$ cat config.mk
export PLATFORM = sky130hd
export DESIGN_NAME = mcwc_job_fifo
export DESIGN_NICKNAME = d
export VERILOG_FILES = /design/src/sv/mcwc_job_fifo.sv
export SDC_FILE = /design/constraint.sdc
export NUM_CORES = 1
export LEC_CHECK = 0
export CORE_UTILIZATION = 40
export DETAILED_ROUTE_END_ITERATION = 10
export DONT_BUFFER_PORTS = 1
export PLACE_DENSITY_LB_ADDON = 0.12
export SETUP_SLACK_MARGIN = 0.02
export SYNTH_ARGS = -nofsm -noshare
export SYNTH_HDL_FRONTEND = slang
export SYNTH_SLANG_ARGS = --single-unit
$ cat constraint.sdc
create_clock -name clk -period 6.6 [get_ports clk]
set_input_delay 0 -clock clk [delete_from_list [all_inputs] [get_ports clk]]
set_output_delay 0 -clock clk [all_outputs]
set_load 0.01 [all_outputs]
$ cat src/sv/mcwc_job_fifo.sv
// ----------------------------------------------------------------------------
// mcwc_job_fifo
// Two-entry queue of set jobs between the load side and the back end.
// ----------------------------------------------------------------------------
module mcwc_job_fifo #(
	parameter int W = 57
) (
	input  logic         clk,
	input  logic         arst_n,
	input  logic         push,
	input  logic [W-1:0] data_in,
	input  logic         pop,
	output logic [W-1:0] head,
	output logic         empty,
	output logic         full
);

	logic [W-1:0] ent_q [2];
	logic         wp_q, rp_q;
	logic [1:0]   cnt_q;

	assign empty = (cnt_q == 2'd0);
	assign full  = (cnt_q == 2'd2);
	assign head  = ent_q[rp_q];

	// Store the job
	always_ff @(posedge clk) begin
		if (push) begin
			ent_q[wp_q] <= data_in;
		end
	end

	// Advance pointers and fill level
	always_ff @(posedge clk or negedge arst_n) begin
		if (!arst_n) begin
			wp_q  <= 1'b0;
			rp_q  <= 1'b0;
			cnt_q <= 2'd0;
		end else begin
			if (push) begin
				wp_q <= ~wp_q;
			end
			if (pop) begin
				rp_q <= ~rp_q;
			end
			if (push && !pop) begin
				cnt_q <= cnt_q + 2'd1;
			end else if (!push && pop) begin
				cnt_q <= cnt_q - 2'd1;
			end
		end
	end

endmodule

==> results list <==
* Critical Path Start Type: flop
* Synth Warn #: 0
* Global-route total usage across every layer: 0.1413
- Via density per instance: 4.745
- After detailed routing, the number of remaining DRC violations is 0.
- The first global-routing pass estimated about 12 mm of wire.
- Shortest period the worst path allows: roughly 2.2 ns
* Width of the chip: 106.6 um
* Synthesized instance count: 193
- With fillers left out, the area of the finished cells amounts to 5718 um2.
* Clock buffer count from CTS: 17
* Data required time of the worst path: 6.60 ns
- Max-cap violations in this run came to 0.
* Antenna diode count: 0
- The path with the worst hold slack has its endpoint at ent_q[1][6].
* Power per cell area: 432.9 nW/um2
* Leakage power of the design: roughly 2.0 nW
- Peak supply drop: 235.6 uV
- Of the synthesized area, sequential elements account for 0.8053.
- Cell family with most CP delay: flip-flops
- Share of post-route cells with drive strength above 1: 0.3251
- The later pin in the worst-skew pair is clocked with a latency of ~0.48 ns.
- At the end of the flow the core is filled with cells to 0.5465.
- The initial antenna violation count came to 0.
- Setup Buffers After CTS: 0
- The synthesized design contains 118 register bits.
* Hold Path Class: in2reg
* Slew Limit Headroom: 0.5422
* CP Launch Point: rp_q
- Synthesized netlist net count: 255
- The pre-antenna-repair detailed-routing pass consisted of 4 iterations.
- Measured along the y axis, the die boundary spans 106.6 um.
- In this run the worst path has a maximum fanout of 34.
* CP Data Arrival Time: about 2.2 ns
* Clock tree from TritonCTS: done
- No sink is reached through more buffers than the 2 on the longest clock path.
* Post-synth design cell area: approximately 4400 um2
* Unrepaired setup endpoints after global routing: no
- Maximum clock rate: ~450 MHz
* Clk Tree Root Cell: sky130_fd_sc_hd__clkbuf_8
- Final period utilization: 0.3388
- Starting utilization of the core area: 0.4182
- The first routing iteration left 81 violations.
- In the final design database the tool counted 332 nets.
* Worst setup path class: reg2out
* Final critical-path setup slack: between 4 and 5 ns
- For this run, the slowest stage of the critical path takes 0.73 ns.
- Placed Instance Area: 4529 um2
- Vias after detailed routing: a little under 2,000
* Startpoint of the lowest-slack hold path: push
- End of the worst register-to-register path: ent_q[0][20]
- The tree built by TritonCTS fans out to 118 sinks.
- Detail Placement HPWL: 4.957 mm
- STA classifies the critical path endpoint as a primary output.
* Biggest area consumer among synthesized cells: sky130_fd_sc_hd__edfxtp_1
- Hold repair after CTS inserted 61 buffers.
- Beginning of the worst register-to-register path: wp_q
- Clock edge transition at the registers on the reported setup and hold paths: 0.06 ns
* Synthesized area per cell: 22.67 um2
- After detailed routing, the total wire length is roughly 7.6 mm.
- Number of pins with negative max-slew slack in the final report: 0
- Slew @ Worst Pin: 0.6853 ns
- Weighted congestion at the end of routability-driven global placement: ~0.71
- Traced cell by cell, the critical path runs through buf_4, mux2_2.
- Residual overflow from global routing: 0
- Post-Route Setup TNS: 0 ns
* Post-placement worst setup slack: 4.674 ns
* Slowest library cell on the worst path: sky130_fd_sc_hd__dfrtp_2
- Setup violations remaining at the end of the flow were counted as 0.
- Reg2reg path depth: 2
- Top-level port count: 120
* Post-detailed-route count of antenna-violating nets: 0
- The area growth from synthesis to layout is 30.68%.
- Layout Skew: 0.006075 ns
- The number of buffers and inverters on the critical path is 1.
* Number of cells upsized or downsized after cts: 0
- H-tree depth: 4
* Number of distinct library cells after synthesis: 13
- Of the post-synthesis cell area, the dominant cell type holds 0.7824.
- The core region is 10,460 um2.
- Design Power: approximately 0.0025 W
- Number of global-route vias before repair: 2,208
- Entering global routing, the biggest net connects 35 pins.
- After floorplanning, the core was divided into 37 placement rows.
- Setup slack on the worst reg-to-reg path comes out at 4.66 ns.
- The run finished with clean final reports.
* Register Area: ~3500 um2
- Top cells by area in the synthesized netlist: sky130_fd_sc_hd__edfxtp_1, sky130_fd_sc_hd__mux2_2, sky130_fd_sc_hd__mux2_4, sky130_fd_sc_hd__dfrtp_1, sky130_fd_sc_hd__xor2_1
- Area of the multi-input gates: roughly 810 um2
- Count of endpoints failing hold in the final timing report: 0
- Routed wire length per instance: ~18 um
* WHS Path Cells: 1
- Buffers placed on the I/O ports in this run total 0.
- # fillers: 832
* Die Area: roughly 11,000 um2
==> power by group <==
group	internal, W	leakage [nW]	switching [W]
combinational	0.000243	0.629	0.000291
clock	0.000570	0.272	0.000302
sequential	0.000997	1.12	0.0000725
==> how the worst max path moves through the flow <==
stage / cells past startpoint / slack, ns / endpoint
after floorplan: 1 / 3.18 / ent_q[0][0]
after global placement: 2 / 4.77 / ent_q[0][38]
after detailed placement: 2 / 4.67 / ent_q[0][45]
after CTS: 2 / 4.29 / head[41]
after global routing: 2 / 4.20 / head[56]
final: 2 / 4.36 / head[48]
==> cells in the mapped netlist <==
| master | count |
|---|---|
| sky130_fd_sc_hd__and2_1 | 1 |
| sky130_fd_sc_hd__buf_2 | 3 |
| sky130_fd_sc_hd__buf_6 | 3 |
| sky130_fd_sc_hd__dfrtp_1 | 4 |
| sky130_fd_sc_hd__edfxtp_1 | 114 |
| sky130_fd_sc_hd__ha_1 | 1 |
| sky130_fd_sc_hd__inv_1 | 1 |
| sky130_fd_sc_hd__mux2_2 | 37 |
| sky130_fd_sc_hd__mux2_4 | 20 |
| sky130_fd_sc_hd__nor2_1 | 2 |
| sky130_fd_sc_hd__nor2b_1 | 2 |
| sky130_fd_sc_hd__xnor2_1 | 1 |
| sky130_fd_sc_hd__xor2_1 | 4 |
==> routing by layer <==
layer,track usage,up-vias,wire length (um)
met5,0,-,0
met4,0.05871,0,29
li1,-,920,-
met2,0.2369,80,3979
met1,0.1568,986,2967
met3,0.06201,2,582
==> cells by family (layout without fill, tap and decap cells) <==
kind of cell / Yosys count / after routing / share of synthesized area
xor+xnor: 5 / 5 / 0.01001
fa+ha+maj: 1 / 1 / 0.002859
buf+inv: 7 / 97 / 0.01201
flops: 118 / 118 / 0.8053
mux: 57 / 57 / 0.1639
simple gates: 5 / 5 / 0.006006
==> flip-flops by register name (all words and copies together) (netlist names) <==
register,count
wp_q,1
rp_q,1
cnt_q,2
ent_q,114
==> metrics by stage <==
stage / instances / hold slack (ns)
2_1_floorplan: 193 / -0.2956
3_3_place_gp: 326 / -0.2954
3_5_place_dp: 326 / -0.2955
4_1_cts: 419 / 0.1003
5_1_grt: 419 / 0.1171
6_report: 419 / 0.1174
==> layout make-up <==
| class | instances | share of cell area |
|---|---|---|
| inverters | 1 | 0.0006565 |
| multi-input cells | 68 | 0.1414 |
| flip-flops and latches | 118 | 0.6164 |
| repair buffers | 64 | 0.1107 |
| well taps | 136 | 0.02976 |
| clock buffers | 18 | 0.07309 |
| clock inverters | 14 | 0.02801 |
==> placed cells by master, fill, tap and decap left out, types with 2 or more instances in the layout <==
| cell type | synthesis | final |
|---|---|---|
| sky130_fd_sc_hd__buf_4 | 0 | 3 |
| sky130_fd_sc_hd__clkinv_2 | 0 | 3 |
| sky130_fd_sc_hd__edfxtp_1 | 114 | 114 |
| sky130_fd_sc_hd__mux2_2 | 37 | 37 |
| sky130_fd_sc_hd__mux2_4 | 20 | 20 |
| sky130_fd_sc_hd__bufinv_16 | 0 | 3 |
| sky130_fd_sc_hd__dlygate4sd3_1 | 0 | 61 |
| sky130_fd_sc_hd__xor2_1 | 4 | 4 |
| sky130_fd_sc_hd__dfrtp_1 | 4 | 3 |
| sky130_fd_sc_hd__clkinv_1 | 0 | 2 |
| sky130_fd_sc_hd__clkinvlp_4 | 0 | 4 |
| sky130_fd_sc_hd__clkinv_4 | 0 | 2 |
| sky130_fd_sc_hd__nor2_1 | 2 | 2 |
| sky130_fd_sc_hd__clkbuf_16 | 0 | 16 |
==> worst reg2reg max path, delay by kind of cell, from the launching register on <==
family | cells | cell delay [ns]
simple gates | 1 | 0.58
buf+inv | 1 | 0.53
flops | 1 | 0.44
Power figures use the tool's default switching activity.
