--- config.mk ---
export PLATFORM = sky130hd
export DESIGN_NAME = mcwc_front
export DESIGN_NICKNAME = d
export VERILOG_FILES = /design/src/sv/mcwc_pkg.sv /design/src/sv/mcwc_front.sv
export SDC_FILE = /design/constraint.sdc
export NUM_CORES = 1
export LEC_CHECK = 0
export ABC_AREA = 1
export BUFFER_PORTS_ARGS = -buffer_cell sky130_fd_sc_hd__buf_2
export CORE_MARGIN = 2
export CORE_UTILIZATION = 50
export CTS_CLUSTER_DIAMETER = 80
export CTS_CLUSTER_SIZE = 10
export DETAILED_ROUTE_END_ITERATION = 10
export GPL_TIMING_DRIVEN = 0
export PLACE_DENSITY = 0.9
export SLEW_MARGIN = 10
export SYNTH_ARGS = -nofsm -noshare
export SYNTH_HDL_FRONTEND = slang
export SYNTH_SLANG_ARGS = --single-unit
export TNS_END_PERCENT = 100
--- constraint.sdc ---
create_clock -name clk -period 2.3 [get_ports clk]
set_input_delay 0.46 -clock clk [delete_from_list [all_inputs] [get_ports clk]]
set_output_delay 0.46 -clock clk [all_outputs]
set_load 0.02 [all_outputs]
--- src/sv/mcwc_pkg.sv ---
// ----------------------------------------------------------------------------
// mcwc_pkg
// Shared types and constants of the minutiae centroid window counter: field
// widths, configuration register codes, the configuration bundle and the
// state codes of the back end.
// ----------------------------------------------------------------------------
package mcwc_pkg;

	// Fixed widths of the port fields
	localparam int IN_COORD_W = 14;
	localparam int CNT_OUT_W  = 9;
	localparam int IMG_W      = 14;
	localparam int WIN_W      = 13;
	localparam int CFG_DATA_W = 14;
	localparam int CFG_IDX_W  = 2;

	// Width of the window bound arithmetic (coordinate plus half window)
	localparam int BND_W = 16;

	// Configuration register reset values
	localparam logic [IMG_W-1:0] IMAGE_SIZE_RST  = 14'd500;
	localparam logic [WIN_W-1:0] WINDOW_SIZE_RST = 13'd200;

	typedef enum logic [CFG_IDX_W-1:0] {
		CFG_IMAGE_WIDTH   = 2'd0,
		CFG_IMAGE_HEIGHT  = 2'd1,
		CFG_WINDOW_WIDTH  = 2'd2,
		CFG_WINDOW_HEIGHT = 2'd3
	} cfg_index_t;

	typedef struct packed {
		logic [IMG_W-1:0] image_width;
		logic [IMG_W-1:0] image_height;
		logic [WIN_W-1:0] window_width;
		logic [WIN_W-1:0] window_height;
	} cfg_t;

	typedef enum logic [2:0] {
		BK_IDLE   = 3'd0,
		BK_DIV    = 3'd1,
		BK_BOUND  = 3'd2,
		BK_WALK   = 3'd3,
		BK_FINISH = 3'd4
	} back_state_t;

endpackage

--- src/sv/mcwc_front.sv ---
// ----------------------------------------------------------------------------
// mcwc_front
// Load side: accepts items, writes points into the current bank of the
// store, keeps the running sums, count and overflow mark, and hands a job
// to the back end on the last item of a set. Two banks let one set load
// while the previous one is walked.
// ----------------------------------------------------------------------------
module mcwc_front
	import mcwc_pkg::*;
#(
	parameter int MAX_POINTS = 256,
	parameter int COORD_BITS = 14,
	localparam int CW    = (COORD_BITS < IN_COORD_W) ? COORD_BITS : IN_COORD_W,
	localparam int CNT_W = $clog2(MAX_POINTS + 1),
	localparam int IW    = (MAX_POINTS > 1) ? $clog2(MAX_POINTS) : 1,
	localparam int SW    = CW + CNT_W,
	localparam int JOB_W = 2 + CNT_W + 2 * SW
) (
	input  logic                  clk,
	input  logic                  arst_n,
	input  logic                  push,
	output logic                  full,
	input  logic [IN_COORD_W-1:0] point_x,
	input  logic [IN_COORD_W-1:0] point_y,
	input  logic                  point_present,
	input  logic                  last_point,
	output logic                  wr_en,
	output logic [IW:0]           wr_addr,
	output logic [2*CW-1:0]       wr_data,
	output logic                  job_push,
	output logic [JOB_W-1:0]      job_data,
	input  logic                  bank_release
);

	typedef struct packed {
		logic             bank;
		logic             ovf;
		logic [CNT_W-1:0] cnt;
		logic [SW-1:0]    sum_x;
		logic [SW-1:0]    sum_y;
	} job_t;

	logic [SW-1:0]    sum_x_q, sum_y_q, sum_x_d, sum_y_d;
	logic [CNT_W-1:0] cnt_q, cnt_d;
	logic             ovf_q, ovf_d;
	logic             bank_q;
	logic [1:0]       pending_q;
	logic             accept, room, take;
	logic [CW-1:0]    px, py;
	job_t             job;

	// Both banks owned by the back end: hold the input
	assign full   = (pending_q == 2'd2);
	assign accept = push & ~full;

	assign px   = point_x[CW-1:0];
	assign py   = point_y[CW-1:0];
	assign room = (cnt_q < CNT_W'(MAX_POINTS));
	assign take = accept & point_present & room;

	// Store the point at the next free entry of the current bank
	assign wr_en   = take;
	assign wr_addr = {bank_q, cnt_q[IW-1:0]};
	assign wr_data = {px, py};

	// Running totals including this item
	always_comb begin
		sum_x_d = sum_x_q;
		sum_y_d = sum_y_q;
		cnt_d   = cnt_q;
		ovf_d   = ovf_q | (accept & point_present & ~room);
		if (take) begin
			sum_x_d = sum_x_q + SW'(px);
			sum_y_d = sum_y_q + SW'(py);
			cnt_d   = cnt_q + 1'b1;
		end
	end

	// Hand the finished set to the back end
	assign job_push  = accept & last_point;
	assign job.bank  = bank_q;
	assign job.ovf   = ovf_d;
	assign job.cnt   = cnt_d;
	assign job.sum_x = sum_x_d;
	assign job.sum_y = sum_y_d;
	assign job_data  = job;

	// Advance totals; clear and switch bank at set end
	always_ff @(posedge clk or negedge arst_n) begin
		if (!arst_n) begin
			sum_x_q <= '0;
			sum_y_q <= '0;
			cnt_q   <= '0;
			ovf_q   <= 1'b0;
			bank_q  <= 1'b0;
		end else if (job_push) begin
			sum_x_q <= '0;
			sum_y_q <= '0;
			cnt_q   <= '0;
			ovf_q   <= 1'b0;
			bank_q  <= ~bank_q;
		end else begin
			sum_x_q <= sum_x_d;
			sum_y_q <= sum_y_d;
			cnt_q   <= cnt_d;
			ovf_q   <= ovf_d;
		end
	end

	// Track banks handed off and not yet released
	always_ff @(posedge clk or negedge arst_n) begin
		if (!arst_n) begin
			pending_q <= 2'd0;
		end else if (job_push && !bank_release) begin
			pending_q <= pending_q + 2'd1;
		end else if (!job_push && bank_release) begin
			pending_q <= pending_q - 2'd1;
		end
	end

endmodule

==> summary.txt, run 1 <==
Die
  – Row count: 37
  – Die X: around 110 um
  – # IOs: 131
  – Die height: around 110 um
  – Initial Utilization: 0.511

Logic synthesis
  – Seq/Total Area, Yosys: 0.281
  – Leading area contributor after synthesis: dfrtp_1
  – Syn avg cell area: 6.51 um^2
  – Syn. warnings: 0
  – Post-Syn Nets: 873
  – Synth top area cells: dfrtp_1, nand2_1, inv_1
  – Post-synthesis sequential element count: 59
  – Post-synth EDFFs: 0
  – Count of different cell masters after synthesis: 33
  – Top cell type's share of synthesized area: 0.281
  – Most numerous cell in the Yosys netlist: nand2_1
  – Syn Inst Count: 807
  – Ys async rst share: 1.00
  – Ys flop type: dfrtp_1
  – Top cell types by occurrence after synthesis: nand2_1, inv_1, nor2_1
  – Mapped cell area: 5250 um^2

Run status
  – Failed at: 5_1_grt
  – Stop err: [ERROR GRT-0232] Routing congestion too high. Check the congestion heatmap in the GUI.
  – Status: did not finish

CTS
  – Worst-case clock buffer depth: 2
  – CTS root buffer: clkbuf_8
  – # clock sinks: 59
  – # H-tree levels: 3
  – CTS buffer count: 9
  – Hold Buf Count CTS: 0

Placed design
  – Placed insts: 1073
  – Placed cell area: 6080 um^2
  – GP Congestion: between 0.9 and 1
  – Hpwl dp: about 11000 um
  – I/O Buffers: 130

Global route
  – Grt total ovfl: about 370
  – Largest net degree at the start of global routing: 60
  – Total GRT Usage: 0.846

Timing
  – Worst EP kind: primary output
  – Worst endpoint, post-GRT repair: job_data[45]
routing by layer:
metal,track usage,overflow
met1,0.767,1
met2,1.08,255
met3,0.672,7
met4,0.985,108
met5,0.0476,0
repair_timing:
action | 4_1_cts
pin swaps | 92
hold endpoints to repair | 0
gates resized for setup | 316
setup buffers | 108
setup endpoints to repair | 57
cloned | 2
cell families after synthesis:
kind of cell | synth area share
xor gates and xnor gates | 0.0367
muxes | 0.00381
buffers and inverters | 0.174
and+or+nand+nor | 0.341
AOI/OAI and AO/OA | 0.0848
DFF | 0.281
adders and majority gates | 0.0791
stage by stage:
stage | TNS (ns) | worst slack (ns)
detailed placement | -8.55 | -0.435
global placement | -8.13 | -0.420
floorplan | 0 | 0.00760
CTS | -11.47 | -0.368
==> run 2: changes to the inputs <==
Settings changed: CORE_UTILIZATION 50 to 40, CTS_CLUSTER_DIAMETER 80 to not set, CTS_CLUSTER_SIZE 10 to not set, PLACE_DENSITY 0.9 to not set, PLACE_DENSITY_LB_ADDON set to 0.15.
Clock period 2.3 ns to 3 ns, I/O delays scaled along.
==> run 2 against run 1 <==
Net effect: the run now ends clean; synthesized area unchanged; synthesized cell count unchanged.
==> summary.txt, run 2 <==
Logic synthesis
  – Post-synthesis sequential element count: between 50 and 60
  – Most numerous cell in the Yosys netlist: nand2_1
  – Mapped cell area: about 5300 um^2
  – Xor/xnor share of the synthesized area: 0.0367
  – Syn Inst Count: around 810
  – Post-synth EDFFs: 0
  – Leading area contributor after synthesis: dfrtp_1
  – Post-Syn Nets: 873
  – Post-Synth Simple-Gate Area: 0.341
  – Synth top area cells: dfrtp_1, nand2_1, inv_1
  – Top cell type's share of synthesized area: 0.281
  – Post-synthesis mux area share: 0.00381
  – Top cell types by occurrence after synthesis: nand2_1, inv_1, nor2_1
  – Synth Area in Compound Gates: 0.0848
  – Seq/Total Area, Yosys: 0.281
  – Syn. warnings: 0
  – Ys async rst share: 1.00
  – Adder-Cell Fraction of Synth Area: 0.0791
  – Largest family of logic cells by synthesized area: simple AND/OR/NAND/NOR gates
  – Ys flop type: dfrtp_1
  – Syn avg cell area: about 6.5 um^2
  – Count of different cell masters after synthesis: 33

Global route
  – Initial antenna violation count: 0
  – Largest net degree at the start of global routing: 60
  – Grt total ovfl: 0
  – First-pass GRT wire length: 24000 um
  – Total GRT Usage: 0.214
  – Number of global-route vias before repair: between 5000 and 6000

Cells and area
  – Most frequent cells in the layout: nand2_1, inv_1, buf_2
  – Top flop regs: sum_x_q (23), sum_y_q (23), cnt_q (9)
  – Layout Cell Area excl Fill: 6470 um^2
  – Ant. Diodes: 0
  – Fin cells: approximately 1100
  – Layout filler cell count: roughly 1400
  – Most common cell after layout, fill and taps aside: nand2_1
  – Synth-to-Final Area Change: 23.3%
  – Layout cell share with drive strength beyond 1: 0.251
  – Fin nets: 1016

Timing
  – Post-route clock skew: 0.00913 ns
  – RSZ-0062 raised after global routing: yes
  – Pin slew with the least headroom to its limit: 0.774 ns
  – Hold Vio Cnt, Final: 0
  – Final setup violation count: 0
  – Final period utilization: 0.956
  – Max_slew headroom: 0.484
  – Fin Setup TNS: 0 ns
  – Max Clock Freq: 349 MHz
  – Slew Viols, Final: 0
  – Fin crit period: 2.87 ns
  – Hold Slack: between 0.3 and 0.4 ns

Detailed routing
  – Via density: between 4 and 5
  – Detail Route Antenna Nets: 0
  – Via count: 5220
  – Drt pass-1 iters: 6
  – First DRT Iteration DRCs: just over 200
  – WL final: 14300 um
  – # DRC: 0
  – DR WL/cell: 12.7 um

Die
  – Die area: around 14000 um^2
  – Row count: about 40
  – Initial Utilization: 0.413
  – Core area: ~13000 um^2
  – # IOs: 131
  – Die X: 119 um
  – Die height: ~120 um

Critical path
  – Startpoint of the worst register-to-register path: pending_q[1]
  – Worst Path Max Fanout: 6
  – Req. time, crit path: roughly 2.4 ns
  – CP max-delay cell: fa_2
  – Worst path cell trace: buf_2 -> ha_1 -> fa_2 -> nand2_1 -> o21ai_2 -> nand2_1 -> nand2_1 -> nand2_1 -> nand2_2 -> nand2_1 -> nand2_1 -> nand2_1 -> inv_1 -> buf_2
  – Crit. End Element: primary output
  – Reg2reg end: pending_q[1]
  – Max incr delay on CP: 0.38 ns
  – Top cell by count, worst path: nand2_1
  – R2r setup slk: 0.72 ns
  – Critical setup path kind: in -> out
  – Worst setup SP type: input port
  – Reg2reg path depth: 10
  – Critical path arrival: 2.27 ns

CTS
  – CTS buffer count: 9
  – Worst-Skew Late Latency: 0.34 ns
  – # H-tree levels: 3
  – CTS root buffer: clkbuf_16
  – CTS tree: yes
  – # clock sinks: 59
  – Worst-case clock buffer depth: 2
  – Clock transition at path regs: about 0.06 ns
  – Hold Buf Count CTS: 0

Power
  – Peak VDD IR: 0.372 mV
  – Pwr/cell area: 861 nW/um^2
  – P_leak: 3.85 nW
  – Final Power: 0.00558 W

Placed design
  – I/O Buffers: 130
  – Placed insts: 1109
  – Placed cell area: 6120 um^2
  – GP Congestion: 0.918
  – Hpwl dp: between 10000 and 15000 um

Job
  – Max-cap viol count: 0

Worst hold path
  – Hold WC Path Type: in -> async

Run status
  – Status: completed
run 2: cell counts after synthesis:
Identical to the previous run, type by type.
run 2: metal layers:
metal / wire (um) / share of wire / global-route usage / up-vias
met1: 6340 / 0.44 / 0.263 / 2336
met2: 7000 / 0.49 / 0.367 / 112
met3: 648 / 0.045 / 0.0430 / 19
met4: 301 / 0.021 / 0.0841 / 0
li1: - / - / - / 2753
met5: 0 / 0 / 0 / -
run 2: worst max-delay path by stage:
stage | cells after the start | start | endpoint | slack (ns)
final | 14 | point_x[0] | job_data[45] | 0.13
after global routing | 13 | sum_y_q[0] | job_data[22] | -0.02
after CTS | 13 | point_y[0] | job_data[14] | 0.01
after detailed placement | 13 | point_y[0] | job_data[14] | -0.04
after global placement | 13 | point_y[0] | job_data[14] | -0.03
after floorplan | 11 | point_y[0] | job_data[22] | 0.42
run 2: critical path: cells and delay by family:
kind	cells	cell delay, ns
buffers and inverters	3	0.31
AO/OA/AOI/OAI	1	0.09
adder cells (fa/ha/maj)	2	0.62
AND/OR/NAND/NOR	8	0.63
run 2: logic make-up (layout without fill, tap and decap cells):
group	after synthesis	in the layout
xor gates and xnor gates	22	22
and+or+nand+nor	416	416
AOI/OAI and AO/OA	81	81
DFF	59	59
muxes	2	2
buffers and inverters	195	343
adders and majority gates	32	32
run 2: area by class of cell:
type,count,area [um^2],area share
sequential,59,1480,0.228
clock inverter,4,26.3,0.00406
timing repair buffer,132,673,0.104
multi-input combinational,553,2920,0.452
clock buffer,12,246,0.0381
buffer,54,384,0.0593
inverter,141,529,0.0817
tap,172,215,0.0332
run 2: through the flow:
| stage | utilization | setup slack (ns) |
|---|---|---|
| 2_1_floorplan | - | 0.416 |
| 3_3_place_gp | 0.481 | -0.0305 |
| 3_5_place_dp | 0.481 | -0.0450 |
| 4_1_cts | 0.503 | 0.0119 |
| 5_1_grt | 0.509 | -0.0177 |
| 6_report | 0.509 | 0.131 |
run 2: where the power goes:
group / leakage, nW / switching, W / internal (W)
registers: 0.773 / 0.000167 / 0.00103
clock network: 0.133 / 0.000373 / 0.000579
logic: 2.94 / 0.00218 / 0.00125
run 2: what timing repair did:
action / in CTS / in global routing
gates resized for setup: 2 / 18
pin swaps: 0 / 1
setup endpoints to repair: 4 / 18
buffers inserted: 0 / 2
Note: power is estimated with default switching activity, not from simulation.
