### config.mk
export PLATFORM = sky130hd
export DESIGN_NAME = mcwc_back
export DESIGN_NICKNAME = d
export VERILOG_FILES = /design/src/sv/mcwc_pkg.sv /design/src/sv/mcwc_back.sv
export SDC_FILE = /design/constraint.sdc
export NUM_CORES = 1
export LEC_CHECK = 0
export BUFFER_PORTS_ARGS = -buffer_cell sky130_fd_sc_hd__buf_2
export CAP_MARGIN = 20
export CORE_UTILIZATION = 45
export DETAILED_ROUTE_END_ITERATION = 8
export GPL_ROUTABILITY_DRIVEN = 0
export GPL_TIMING_DRIVEN = 0
export PLACE_DENSITY = 0.71
export SLEW_MARGIN = 10
export SYNTH_ARGS = -nofsm -noshare
export SYNTH_HDL_FRONTEND = slang
export SYNTH_SLANG_ARGS = --single-unit
### constraint.sdc
create_clock -name clk -period 8.2 [get_ports clk]
set_input_delay 1.64 -clock clk [delete_from_list [all_inputs] [get_ports clk]]
set_output_delay 1.64 -clock clk [all_outputs]
set_load 0.01 [all_outputs]
### src/sv/mcwc_pkg.sv
// ----------------------------------------------------------------------------
// mcwc_pkg
// Shared types and constants of the minutiae centroid window counter: field
// widths, configuration register codes, the configuration bundle and the
// state codes of the back end.
// ----------------------------------------------------------------------------
package mcwc_pkg;

	// Fixed widths of the port fields
	localparam int IN_COORD_W = 14;
	localparam int CNT_OUT_W  = 9;
	localparam int IMG_W      = 14;
	localparam int WIN_W      = 13;
	localparam int CFG_DATA_W = 14;
	localparam int CFG_IDX_W  = 2;

	// Width of the window bound arithmetic (coordinate plus half window)
	localparam int BND_W = 16;

	// Configuration register reset values
	localparam logic [IMG_W-1:0] IMAGE_SIZE_RST  = 14'd500;
	localparam logic [WIN_W-1:0] WINDOW_SIZE_RST = 13'd200;

	typedef enum logic [CFG_IDX_W-1:0] {
		CFG_IMAGE_WIDTH   = 2'd0,
		CFG_IMAGE_HEIGHT  = 2'd1,
		CFG_WINDOW_WIDTH  = 2'd2,
		CFG_WINDOW_HEIGHT = 2'd3
	} cfg_index_t;

	typedef struct packed {
		logic [IMG_W-1:0] image_width;
		logic [IMG_W-1:0] image_height;
		logic [WIN_W-1:0] window_width;
		logic [WIN_W-1:0] window_height;
	} cfg_t;

	typedef enum logic [2:0] {
		BK_IDLE   = 3'd0,
		BK_DIV    = 3'd1,
		BK_BOUND  = 3'd2,
		BK_WALK   = 3'd3,
		BK_FINISH = 3'd4
	} back_state_t;

endpackage

### src/sv/mcwc_back.sv
// ----------------------------------------------------------------------------
// mcwc_back
// Compute side: takes a set job, divides both sums by the point count one
// quotient bit per cycle, forms the clipped window, walks the stored points
// of the job's bank one per cycle and counts those inside, then places the
// result in the output register.
// ----------------------------------------------------------------------------
module mcwc_back
	import mcwc_pkg::*;
#(
	parameter int MAX_POINTS = 256,
	parameter int COORD_BITS = 14,
	localparam int CW     = (COORD_BITS < IN_COORD_W) ? COORD_BITS : IN_COORD_W,
	localparam int CNT_W  = $clog2(MAX_POINTS + 1),
	localparam int IW     = (MAX_POINTS > 1) ? $clog2(MAX_POINTS) : 1,
	localparam int SW     = CW + CNT_W,
	localparam int JOB_W  = 2 + CNT_W + 2 * SW
) (
	input  logic                  clk,
	input  logic                  arst_n,
	input  cfg_t                  cfg,
	input  logic                  job_empty,
	input  logic [JOB_W-1:0]      job_head,
	output logic                  job_pop,
	output logic                  bank_release,
	output logic                  rd_en,
	output logic [IW:0]           rd_addr,
	input  logic [2*CW-1:0]       rd_data,
	input  logic                  pop,
	output logic                  empty,
	output logic [CNT_OUT_W-1:0]  count_in_window,
	output logic [IN_COORD_W-1:0] centroid_x,
	output logic [IN_COORD_W-1:0] centroid_y,
	output logic [CNT_OUT_W-1:0]  set_size,
	output logic                  overflowed
);

	localparam int STEP_W = $clog2(SW + 1);

	typedef struct packed {
		logic             bank;
		logic             ovf;
		logic [CNT_W-1:0] cnt;
		logic [SW-1:0]    sum_x;
		logic [SW-1:0]    sum_y;
	} job_t;

	// One restoring division step: returns {remainder, quotient shift}
	function automatic logic [CNT_W+SW-1:0] div_step(
		input logic [CNT_W-1:0] rem,
		input logic [SW-1:0]    quo,
		input logic [CNT_W-1:0] d
	);
		logic [CNT_W:0] trial;
		logic           bit_q;
		logic [CNT_W-1:0] rem_n;
		trial = {rem, quo[SW-1]};
		bit_q = (trial >= {1'b0, d});
		rem_n = bit_q ? CNT_W'(trial - {1'b0, d}) : CNT_W'(trial);
		return {rem_n, quo[SW-2:0], bit_q};
	endfunction

	back_state_t      state_q, state_d;
	job_t             job;
	logic             res_load;
	logic             res_valid_q;

	logic             bank_q, ovf_q;
	logic [CNT_W-1:0] cnt_q;
	logic [CNT_W-1:0] rem_x_q, rem_y_q;
	logic [SW-1:0]    quo_x_q, quo_y_q;
	logic [STEP_W-1:0] step_q;
	logic [BND_W-1:0] lo_x_q, hi_x_q, lo_y_q, hi_y_q;
	logic             nohi_x_q, nohi_y_q;
	logic [CNT_W-1:0] idx_q, inside_q;
	logic             rd_pend_s1;

	logic [BND_W-1:0] cx_b, cy_b, half_x, half_y, size_x, size_y;
	logic [BND_W-1:0] lo_x, lo_y, hix_raw, hiy_raw, hi_x, hi_y;
	logic             nohi_x, nohi_y;
	logic [BND_W-1:0] pt_x, pt_y;
	logic             in_win;

	logic [CNT_W-1:0] res_inside_q, res_size_q;
	logic [CW-1:0]    res_cx_q, res_cy_q;
	logic             res_ovf_q;

	assign job = job_t'(job_head);

	// Window bounds from the centroid, clipped to the image
	always_comb begin
		cx_b    = BND_W'(quo_x_q[CW-1:0]);
		cy_b    = BND_W'(quo_y_q[CW-1:0]);
		half_x  = BND_W'(cfg.window_width >> 1);
		half_y  = BND_W'(cfg.window_height >> 1);
		size_x  = BND_W'(cfg.image_width);
		size_y  = BND_W'(cfg.image_height);
		lo_x    = (cx_b > half_x) ? cx_b - half_x : '0;
		lo_y    = (cy_b > half_y) ? cy_b - half_y : '0;
		hix_raw = cx_b + half_x;
		hiy_raw = cy_b + half_y;
		nohi_x  = (size_x == '0);
		nohi_y  = (size_y == '0);
		hi_x    = (!nohi_x && hix_raw >= size_x) ? size_x - 1'b1 : hix_raw;
		hi_y    = (!nohi_y && hiy_raw >= size_y) ? size_y - 1'b1 : hiy_raw;
	end

	// Window test of the point read in the previous cycle
	assign pt_x   = BND_W'(rd_data[2*CW-1:CW]);
	assign pt_y   = BND_W'(rd_data[CW-1:0]);
	assign in_win = (pt_x >= lo_x_q) && (nohi_x_q || pt_x <= hi_x_q) &&
	                (pt_y >= lo_y_q) && (nohi_y_q || pt_y <= hi_y_q);

	assign rd_addr = {bank_q, idx_q[IW-1:0]};

	// Next state and control
	always_comb begin
		state_d      = state_q;
		job_pop      = 1'b0;
		bank_release = 1'b0;
		res_load     = 1'b0;
		rd_en        = 1'b0;
		unique case (state_q)
			BK_IDLE: begin
				if (!job_empty) begin
					job_pop = 1'b1;
					if (job.cnt == '0) begin
						bank_release = 1'b1;
						state_d      = BK_FINISH;
					end else begin
						state_d = BK_DIV;
					end
				end
			end
			BK_DIV: begin
				if (step_q == STEP_W'(1)) begin
					state_d = BK_BOUND;
				end
			end
			BK_BOUND: begin
				state_d = BK_WALK;
			end
			BK_WALK: begin
				rd_en = (idx_q != cnt_q);
				if (idx_q == cnt_q && !rd_pend_s1) begin
					bank_release = 1'b1;
					state_d      = BK_FINISH;
				end
			end
			BK_FINISH: begin
				if (!res_valid_q || pop) begin
					res_load = 1'b1;
					state_d  = BK_IDLE;
				end
			end
			default: begin
				state_d = BK_IDLE;
			end
		endcase
	end

	// State, read pipeline flag and result valid
	always_ff @(posedge clk or negedge arst_n) begin
		if (!arst_n) begin
			state_q     <= BK_IDLE;
			rd_pend_s1  <= 1'b0;
			res_valid_q <= 1'b0;
		end else begin
			state_q    <= state_d;
			rd_pend_s1 <= rd_en;
			if (res_load) begin
				res_valid_q <= 1'b1;
			end else if (pop) begin
				res_valid_q <= 1'b0;
			end
		end
	end

	// Job datapath: load, divide, bound, walk
	always_ff @(posedge clk) begin
		if (job_pop) begin
			bank_q   <= job.bank;
			ovf_q    <= job.ovf;
			cnt_q    <= job.cnt;
			quo_x_q  <= job.sum_x;
			quo_y_q  <= job.sum_y;
			rem_x_q  <= '0;
			rem_y_q  <= '0;
			step_q   <= STEP_W'(SW);
			idx_q    <= '0;
			inside_q <= '0;
		end
		if (state_q == BK_DIV) begin
			{rem_x_q, quo_x_q} <= div_step(rem_x_q, quo_x_q, cnt_q);
			{rem_y_q, quo_y_q} <= div_step(rem_y_q, quo_y_q, cnt_q);
			step_q             <= step_q - 1'b1;
		end
		if (state_q == BK_BOUND) begin
			lo_x_q   <= lo_x;
			hi_x_q   <= hi_x;
			nohi_x_q <= nohi_x;
			lo_y_q   <= lo_y;
			hi_y_q   <= hi_y;
			nohi_y_q <= nohi_y;
		end
		if (rd_en) begin
			idx_q <= idx_q + 1'b1;
		end
		if (rd_pend_s1 && in_win) begin
			inside_q <= inside_q + 1'b1;
		end
	end

	// Output register
	always_ff @(posedge clk) begin
		if (res_load) begin
			res_inside_q <= inside_q;
			res_cx_q     <= quo_x_q[CW-1:0];
			res_cy_q     <= quo_y_q[CW-1:0];
			res_size_q   <= cnt_q;
			res_ovf_q    <= ovf_q;
		end
	end

	assign empty           = ~res_valid_q;
	assign count_in_window = CNT_OUT_W'(res_inside_q);
	assign centroid_x      = IN_COORD_W'(res_cx_q);
	assign centroid_y      = IN_COORD_W'(res_cy_q);
	assign set_size        = CNT_OUT_W'(res_size_q);
	assign overflowed      = res_ovf_q;

endmodule

==> flow_metrics.py <==
metrics = {
    "run_status": {
        "status": "completed",
    },
    "place": {
        "portBuffers": 200,
        "dp_hpwl_mm": 28.02,
        "pre_cts_ws_ns": 1.919,
        "dpl-instance-area_mm2": 0.01592,
    },
    "power_and_ir_drop": {
        "vdd_drop_max_v": 0.0002132,
        "internal-power_mw": 3.633,
        "p_switching_mw": 2.424,
        "seqPwrFrac": 0.314,
        "power_frac_clock": 0.184,
        "power.leakage_nw": 7.434,
        "power_density_mw_per_mm2": 361.6,
        "pwr-share-comb": 0.502,
        "switching_share": 0.4002,
    },
    "timing": {
        "fin_ws_ns": 2.336,
        "grt_setup_unrepaired": "false",
        "period_needed_ns": 5.864,
        "clock-skew-final_ns": 0.02525,
        "tightest_slew_ns": 0.8634,
        "slew_headroom": 0.4219,
        "drv_slew": 0,
        "setup_tns_ns": 0,
        "setup_viol": 0,
        "hold_slack_ns": 0.4456,
        "timing.final.crit_share": 0.7152,
        "fmax_ghz": 0.1705,
        "finalHoldViolCount": 0,
    },
    "grt": {
        "antenna_found_initial": 8,
        "track_usage": 0.2154,
        "grt_overflow": 0,
        "grt_start_max_net_pins": 37,
        "grt_pass1_vias": 11050,
        "grt_pass1_wl_mm": 55.91,
    },
    "layout": {
        "nets": 1952,
        "fillers": 2804,
        "fin_util": 0.5419,
        "drive_gt1_frac": 0.1823,
        "fin_area_mm2": 0.01675,
        "layout_commonest_cell": "edfxtp_1",
        "final_cell_mix": "209 x edfxtp_1, 202 x buf_2, 168 x inv_1, 163 x nand2_1, 158 x ha_1",
        "syn2layout_area_growth_pct": 17.44,
    },
    "route": {
        "dr_total_vias": 11050,
        "dr.pass1.iters": 5,
        "routedWlPerCell_um": 17.06,
        "drc": 0,
        "wl_mm": 35.19,
        "drt_iter0_drc": 713,
        "vias_per_cell": 5.358,
        "ant_nets": 0,
    },
    "clock_tree": {
        "path_clk_slew_ns": 0.06,
        "cts.repair.resized": 0,
        "clock-sinks": 214,
        "htreeDepth": 1,
        "cts_made_buffers": 24,
        "clk_latency_ns": 0.54,
        "cts_setup_buffers": 0,
        "cts_tree": "yes",
        "cts_hold_buf": 0,
        "cts-root-buf": "clkbuf_16",
        "cts_buffer_depth": 3,
    },
    "setup_path": {
        "crit_path_end_kind": "register",
        "cp_slowest_cell": "o21ai_0",
        "reg2reg_from": "quo_x_q[4]$_DFFE_PP_",
        "critPathBufInv": 4,
        "cp_top_family": "compound AO/OA/AOI/OAI gates",
        "worst_r2r_endpoint": "hi_x_q[7]$_DFFE_PP_",
        "ff2ff_setup_slack_ns": 3.08,
        "max_stage_delay_ns": 0.45,
        "startpoint_type": "input port",
        "path_cells": "buf_2 -> inv_1 -> ha_1 -> clkbuf_1 -> nor3b_1 -> nor3_1 -> nand2_1 -> a211oi_1 -> o21bai_1 -> xnor2_1 -> ha_1 -> nand4_1 -> a211oi_1 -> a2111oi_0 -> o21ai_0 -> o21bai_1 -> and2b_1 -> buf_2 -> mux2_2",
        "cp.required_ns": 8.47,
        "worst_r2r_path_depth": 17,
        "crit_arrival_ns": 6.13,
        "crit_type": "in -> reg",
        "crit_fanout": 10,
    },
    "die": {
        "die_h_um": 180.0,
        "initial_core_util": 0.4615,
        "num_rows": 64,
        "core_mm2": 0.03091,
        "ios": 203,
        "dieWidth_um": 180.0,
        "dieArea_mm2": 0.03241,
    },
    "worst_hold_path": {
        "min_path_cells": 0,
        "hp-class": "reg -> reg",
        "hold_end": "overflowed$_DFFE_PP_",
        "worstHoldStart": "ovf_q$_DFFE_PP_",
    },
    "synth": {
        "synth_edf_count": 209,
        "synthFlopType": "edfxtp_1",
        "synthArstFlopShare": 0.02336,
        "ys_seq_area_frac": 0.4488,
        "synth_cell_types": 69,
        "yosysTopAreaCellShare": 0.4400,
        "syn_area_per_cell_um2": 10.12,
        "yosysTopAreaCell": "edfxtp_1",
        "synth_warnings": 0,
        "syn-cell-area_mm2": 0.01426,
        "netlist_instances": 1410,
        "synth-seq-cells": 214,
        "yosys-top-cells-area": "edfxtp_1 44%, ha_1 14%, inv_1 4.4%, nand2_1 4.3%, xnor2_1 3.7%",
        "synth_nets": 1717,
    },
    "run": {
        "max_cap_viol_count": 0,
    },
}
worst register-to-register path, stage by stage, from the launching register on:
cell       delay, ns
edfxtp_1        0.48
ha_1            0.33
clkbuf_1        0.28
nor3b_1         0.09
nor3_1          0.42
nand2_1         0.20
a211oi_1        0.28
o21bai_1        0.11
xnor2_1         0.17
ha_1            0.31
nand4_1         0.16
a211oi_1        0.33
a2111oi_0       0.12
o21ai_0         0.45
o21bai_1        0.22
and2b_1         0.25
buf_2           0.29
mux2_2          0.38
power groups by stage:
| stage | sequential [mW] | clock [mW] | combinational (mW) |
|---|---|---|---|
| floorplan | 1.84 | 0 | 2.26 |
| global placement | 1.93 | 0 | 2.89 |
| detailed placement | 1.92 | 0 | 3.00 |
| CTS | 1.90 | 1.14 | 3.02 |
| global route | 1.93 | 1.17 | 3.38 |
| finish | 1.90 | 1.11 | 3.04 |
synth_stat cells, drive strengths merged (5+ instances only):
cell type and instances:
xnor2 60, a21oi 73, mux2i 12, o41ai 5
a21o 18, nor4 13, o21ai 48, and3 6
o211ai 5, nand4 25, nor3b 6, edfxtp 209
nor3 35, ha 158, xor2 34, o21a 16
o21bai 6, fa 6, a31oi 5, nand3 20
or4 7, nand2 164, mux2 25, nor2b 18
and2 5, or3 10, a211oi 17, buf 15
clkbuf 32, nor2 111, inv 168, o31ai 9
nand2b 15, dfrtp 5
metrics by stage:
step,instances,total power [mW]
after detailed placement,2015,4.924
after global placement,2006,4.819
after global routing,2062,6.487
final,2063,6.057
after floorplan,1410,4.102
after CTS,2058,6.064
final cells by class:
type,instances,area (µm²),area share
multi-input combinational,981,7027,0.4195
clock buffer,32,660.6,0.03944
inverter,168,630.6,0.03765
sequential,214,6401,0.3821
tap,396,495.5,0.02958
buffer,47,229.0,0.01367
clock inverter,11,162.7,0.009710
timing repair buffer,209,1132,0.06760
antenna,5,12.51,0.0007469
flip-flops by register name, summed over array words and instances (netlist names), 3 cells and up:
name and count:
cnt_q 9, lo_y_q 15, hi_y_q 16, step_q 5, centroid_y 14, count_in_window 9, inside_q 9, centroid_x 14
state_q 3, quo_y_q 23, hi_x_q 16, rem_y_q 9, idx_q 9, set_size 9, lo_x_q 15, rem_x_q 9
quo_x_q 23
worst max path at each step:
| stage | startpoint | depth (start not counted) | slack (ns) | end |
|---|---|---|---|---|
| 2_1_floorplan | state_q[1]$_DFFE_PN0P_ | 2 | 2.33 | hi_x_q[0]$_DFFE_PP_ |
| 3_3_place_gp | state_q[1]$_DFFE_PN0P_ | 2 | 0.42 | hi_y_q[9]$_DFFE_PP_ |
| 3_5_place_dp | cfg[19] | 19 | 1.92 | hi_x_q[9]$_DFFE_PP_ |
| 4_1_cts | cfg[19] | 19 | 2.47 | hi_x_q[9]$_DFFE_PP_ |
| 5_1_grt | cfg[18] | 19 | 2.01 | hi_x_q[10]$_DFFE_PP_ |
| 6_report | cfg[18] | 19 | 2.34 | hi_x_q[7]$_DFFE_PP_ |
layer usage:
layer | up-vias | GRT usage | part of all wire
li1 | 5435 | - | -
met1 | 5206 | 0.2799 | 0.43
met2 | 340 | 0.3647 | 0.47
met3 | 68 | 0.03254 | 0.060
met4 | 4 | 0.07863 | 0.034
met5 | - | 0 | 0.00054
cell families (layout without fill, tap and decap cells):
kind of cell / Yosys count / count (layout) / share of synthesized area
buf+inv: 215 / 467 / 0.06026
flops: 214 / 214 / 0.4488
other cells: 0 / 5 / 0
compound gates: 237 / 237 / 0.1071
simple gates: 449 / 449 / 0.1489
fa+ha+maj: 164 / 164 / 0.1470
mux: 37 / 37 / 0.03026
xor+xnor: 94 / 94 / 0.05772
Power figures use the tool's default switching activity.
